### src/rtl/rzb_divider.sv
`timescale 1ns / 1ps
// ----------------------------------------------------------------------------
// rzb_divider
// Restoring divider, one quotient bit per cycle: quo = floor(num*2^(QUO_W-1)/den)
// for num <= den.
// ----------------------------------------------------------------------------
module rzb_divider #(
  parameter int NUM_W = 38,
  parameter int QUO_W = 17
) (
  input  logic             clk,
  input  logic             rst,
  input  logic             start,
  input  logic [NUM_W-1:0] num,
  input  logic [NUM_W-1:0] den,
  output logic             busy,
  output logic [QUO_W-1:0] quo
);

  localparam int CNT_W = $clog2(QUO_W + 1);

  logic [NUM_W:0]   rem;
  logic [NUM_W-1:0] dvs;
  logic [CNT_W-1:0] cnt;
  logic             ge;
  logic [NUM_W:0]   diff;

  assign ge   = rem >= {1'b0, dvs};
  assign diff = ge ? rem - {1'b0, dvs} : rem;

  always_ff @(posedge clk) begin
    if (rst) begin
      busy <= 1'b0;
      cnt  <= '0;
    end else if (start) begin
      busy <= 1'b1;
      cnt  <= CNT_W'(QUO_W);
    end else if (busy) begin
      cnt <= cnt - 1'b1;
      if (cnt == CNT_W'(1)) busy <= 1'b0;
    end
  end

  always_ff @(posedge clk) begin
    if (start) begin
      rem <= {1'b0, num};
      dvs <= den;
      quo <= '0;
    end else if (busy) begin
      rem <= {diff[NUM_W-1:0], 1'b0};
      quo <= {quo[QUO_W-2:0], ge};
    end
  end

endmodule

### config.mk
export PLATFORM = sky130hd
export DESIGN_NAME = rzb_divider
export DESIGN_NICKNAME = d
export VERILOG_FILES = /design/src/rtl/rzb_divider.sv
export SDC_FILE = /design/constraint.sdc
export NUM_CORES = 1
export LEC_CHECK = 0
export ABC_AREA = 1
export BUFFER_PORTS_ARGS = -buffer_cell sky130_fd_sc_hd__buf_2
export CORE_UTILIZATION = 40
export DETAILED_ROUTE_END_ITERATION = 7
export PLACE_DENSITY_LB_ADDON = 0.3
export SYNTH_ARGS = -nofsm -noshare
export SYNTH_HDL_FRONTEND = slang
export SYNTH_SLANG_ARGS = --single-unit
### constraint.sdc
create_clock -name clk -period 2.8 [get_ports clk]
set_input_delay 0.28 -clock clk [delete_from_list [all_inputs] [get_ports clk]]
set_output_delay 0.28 -clock clk [all_outputs]
set_load 0.02 [all_outputs]
After elaboration in Yosys (flattened, before gate mapping)
Index checks and enable logic that the tools add are counted.
Word-level totals
  RAM bits: 0
  bits in latches: 0
  input port bits: 79
  bits in read-only memories: 0
  memories: 0
  register bits after elaboration: 100
Operators by class
  add/subtract/negate cells: 2
  divide/modulo/power cells: 0
  shift-type cells: 0
  mux-type cells: 8
  reductions and logical operators: 2
  multipliers: 0
  $lt $le $gt $ge: 1
  equal/unequal tests: 1
  bitwise gates (word level): 0
Operators with widths (number)
  two-way mux 38 bit: 3
  >= comparator 39 x 38 -> 1 bit: 1
  subtractor 38 bit: 1
  two-way mux 5 bit: 2
  equality test 5 x 1 -> 1 bit (second input constant): 1
  subtractor 5 x 1 -> 5 bit (second input constant): 1
  two-way mux 1 bit: 3
  nonzero test 2 bit: 1
  OR reduction 2 bit: 1

Longest topological paths before layout
  depth in word-level cells: 4
  depth in mapped cells: 17
  mapped depth without buffers: 17

Least setup slack after synthesis
Ideal clock, no wire load.
  path type: register to register
  from: register busy
  to: register rem[0] (enable)
  stages on the path, launching flop included: 4
  setup slack: 0.343 ns
  library setup time: 0.417 ns
  arrival: 2.040 ns
  path buffers: 1
  path through: dfxtp_1 > nor2_1 > clkinv_1 > buf_1
Between the ends
  word-level cells in the longest chain between the ends: 1
Ends and longest elaborated chain
  from (decl): line 16  | output logic busy,
  from (signal assigned): line 33  | busy <= 1'b0;
  from (signal assigned): line 36  | busy <= 1'b1;
  from (signal assigned): line 40  | if (cnt == CNT_W'(1)) busy <= 1'b0;
  nonzero test 2 bit (no source line)
  to (signal assigned): line 46  | rem <= {1'b0, num};
  to (signal assigned): line 50  | rem <= {diff[NUM_W-1:0], 1'b0};
  to (decl): line 22  | logic [NUM_W:0] rem;
Every way passes these cells.
A chain may end at the register's enable or synchronous reset.

Worst setup path in the final report
  from: register rem[29]
  to: register rem[37] (data pin)
Between the ends
  word-level cells in the longest chain between the ends: 4
Ends and longest elaborated chain
  subtractor 38 bit / >= comparator 39 x 38 -> 1 bit (equally long branches): line 29, 28
  two-way mux 38 bit (*): line 29  | assign diff = ge ? rem - {1'b0, dvs} : rem;
  two-way mux 38 bit (*): line 49  | end else if (busy) begin
  two-way mux 38 bit (*): line 45  | if (start) begin
Mark *: on every way between the ends. The rest lies on a longest branch, timed or not. The select of a mux whose other input is x is not followed.

==> results.cfg <==
[routing]
dr.pass1.iters = 5
via_per_inst = 4.69
drt-total-wl_mm = 19.8
route.detailed.drc = 0
drtIter0Drc = 344
wl_per_cell_um = 13.8
antenna_left = 0
dr_total_vias = 6713

[timing]
finalSetupTns_ps = 0
period_needed_ps = 2610
worst_pin_slew_ps = 460
hold_viol = 0
max_slew_margin_pct = 69.3
post-route-period-util_pct = 93.2
rsz0062_at_grt = no
setup_violations = 0
clock_skew_ps = 21.2
final_max_slew_viol_count = 0
worst_hold_slack_ps = 77.7
timing.fmax_ghz = 0.383

[worst_setup_path]
worstSetupPathType = flop to flop
cp.arrival_ps = 2740
crit_start = rem[29]$_DFFE_PP_
start_kind = flop
r2r_start = rem[29]$_DFFE_PP_
crit_path_end_kind = flop
cp.required_ps = 2930
crit_path_max_fanout = 29

[clock_tree]
clk_latency_ps = 370
clock_tree.root_cell = clkbuf_16
cts_tree = built
cts_setup_buffers = 0
cts_resized = 0
cts_buffers = 9
hold_buffers = 0
clk_pin_slew_ps = 90
clock_sinks = 100
clockBufferDepth = 2
htreeDepth = 3

[layout]
multiInputGateArea_mm2 = 0.00388
fillers = 1952
area_growth_syn_to_layout_pct = 13.8
final_area_mm2 = 0.00870
diodes = 0
final_common_cell = nand2_1
seq_area_mm2 = 0.00276
final_cell_mix = nand2_1, inv_1, buf_2, edfxtp_1, nand3_1
fin_nets = 1311
fin_util_pct = 46.5
drive_gt1_share_pct = 15.2

[floorplanning]
die_area_mm2 = 0.0197
rows = 50
fp.coreArea_mm2 = 0.0187
die_w_um = 140
ioPinCount = 97
die_y_um = 140
start_util_pct = 40.9

[pwr]
power_density_mw_per_mm2 = 732
ir_drop_v = 0.000445
p_leak_nw = 4.67

[global_routing]
grt_pass1_wl_mm = 32.2
antenna_found_initial = 0
grt_pass1_vias = 6545
track_usage_pct = 20.9
overflow = 0
grt_max_degree = 80

[synthesis]
yosysUniqueCellTypes = 39
synth_top_cell_by_area = edfxtp_1
synth_warnings = 0
synth_flop_cell = edfxtp_1
syn_area_per_cell_um2 = 7.01
syn-num-nets = 1211
synth_edf_count = 76
syn-instance-count = 1091
synth-seq-cells = 100
synth_top_area_share_pct = 29.9
yosysSeqAreaShare_pct = 36.1
async_flop_share_pct = 0
synthTopCellsByArea = edfxtp_1, nand2_1, inv_1
syn_area_mm2 = 0.00764

[run]
maxCapViolCount = 0

[place]
gp_congestion = 0.935
port_buffers = 96
dpl.hpwl_mm = 15.6
post_dp_cell_area_mm2 = 0.00836

[hold_path]
hp-start = den[23]
hp-class = input port to flop

[status]
outcome = completed
==> flip-flops by register name, indices dropped and copies added, names as in the netlist <==
name,flops
rem,39
dvs,38
cnt,5
quo,17
busy,1
==> power by group <==
part	switching, mW	internal (mW)	total, mW
sequential	0.0945	1.85	1.94
combinational	1.95	1.20	3.16
clock	0.638	0.634	1.27
==> final cells by class <==
cell class,instances,area share (%)
multi-input cells,754,44.6
flip-flops and latches,100,31.8
inverters,214,9.23
repair buffers,112,7.77
well taps,234,3.36
clock buffers,10,2.63
clock inverters,6,0.690
==> synth_stat cells, types with 2 or more instances <==
cell type  instances
nand2_4            2
nand3b_1          22
buf_2              2
dfxtp_1           24
buf_4              4
buf_12             3
nand3_1           70
nand3_2            3
nand2_2           19
xor2_1             3
clkbuf_1           6
a31oi_1            2
nor2_2             5
inv_1            212
o22ai_1           15
nor2_4             4
o21ai_0           11
nor3_1             5
buf_6              7
nand2_1          412
ha_1              40
xnor2_1           16
edfxtp_1          76
nor2_1            66
nand4_1            5
a21oi_1           28
nand3b_2          17
==> worst max-delay path, stage by stage (launching register included) <==
cell and delay [ps]:
edfxtp_1 420, ha_1 370, nand2_1 140, nor2_1 200
o21ai_0 200, a21oi_1 260, nor2_4 100, buf_12 140
nand2_4 70, buf_12 200, nand3_1 120, nand2_1 80
nand2_1 40
==> cell families after synthesis <==
family | Yosys count | share of synthesized area [%]
flops | 100 | 36.1
fa+ha+maj | 41 | 6.81
compound gates | 59 | 4.24
simple gates | 635 | 37.4
xor+xnor | 19 | 2.18
buf+inv | 237 | 13.2
==> through the flow <==
stage | std cells | power [mW] | worst slack [ps]
floorplan | 1091 | 4.36 | 343
global placement | 1411 | 5.04 | 100
detailed placement | 1411 | 5.06 | 79.2
CTS | 1427 | 6.35 | 55.9
global route | 1430 | 6.88 | 14.5
finish | 1430 | 6.37 | 191
==> per-layer routing <==
metal | global-route usage (%) | vias to the layer above | wire, um
met5 | 0 | - | 0
met4 | 4.28 | 0 | 140
met3 | 5.03 | 9 | 1030
met2 | 34.8 | 148 | 8970
met1 | 27.6 | 2971 | 9610
li1 | - | 3585 | -
==> final timing paths <==
path | endpoint | slack (ps) | cells after the start
max | rem[37]$_DFFE_PP_ | 190 | 12
min | dvs[23]$_DFFE_PP_ | 80 | 1
max reg2reg | rem[37]$_DFFE_PP_ | 190 | 12
min reg2reg | quo[16]$_SDFFE_PP0P_ | 460 | 2
(Power assumes the default switching activity.)
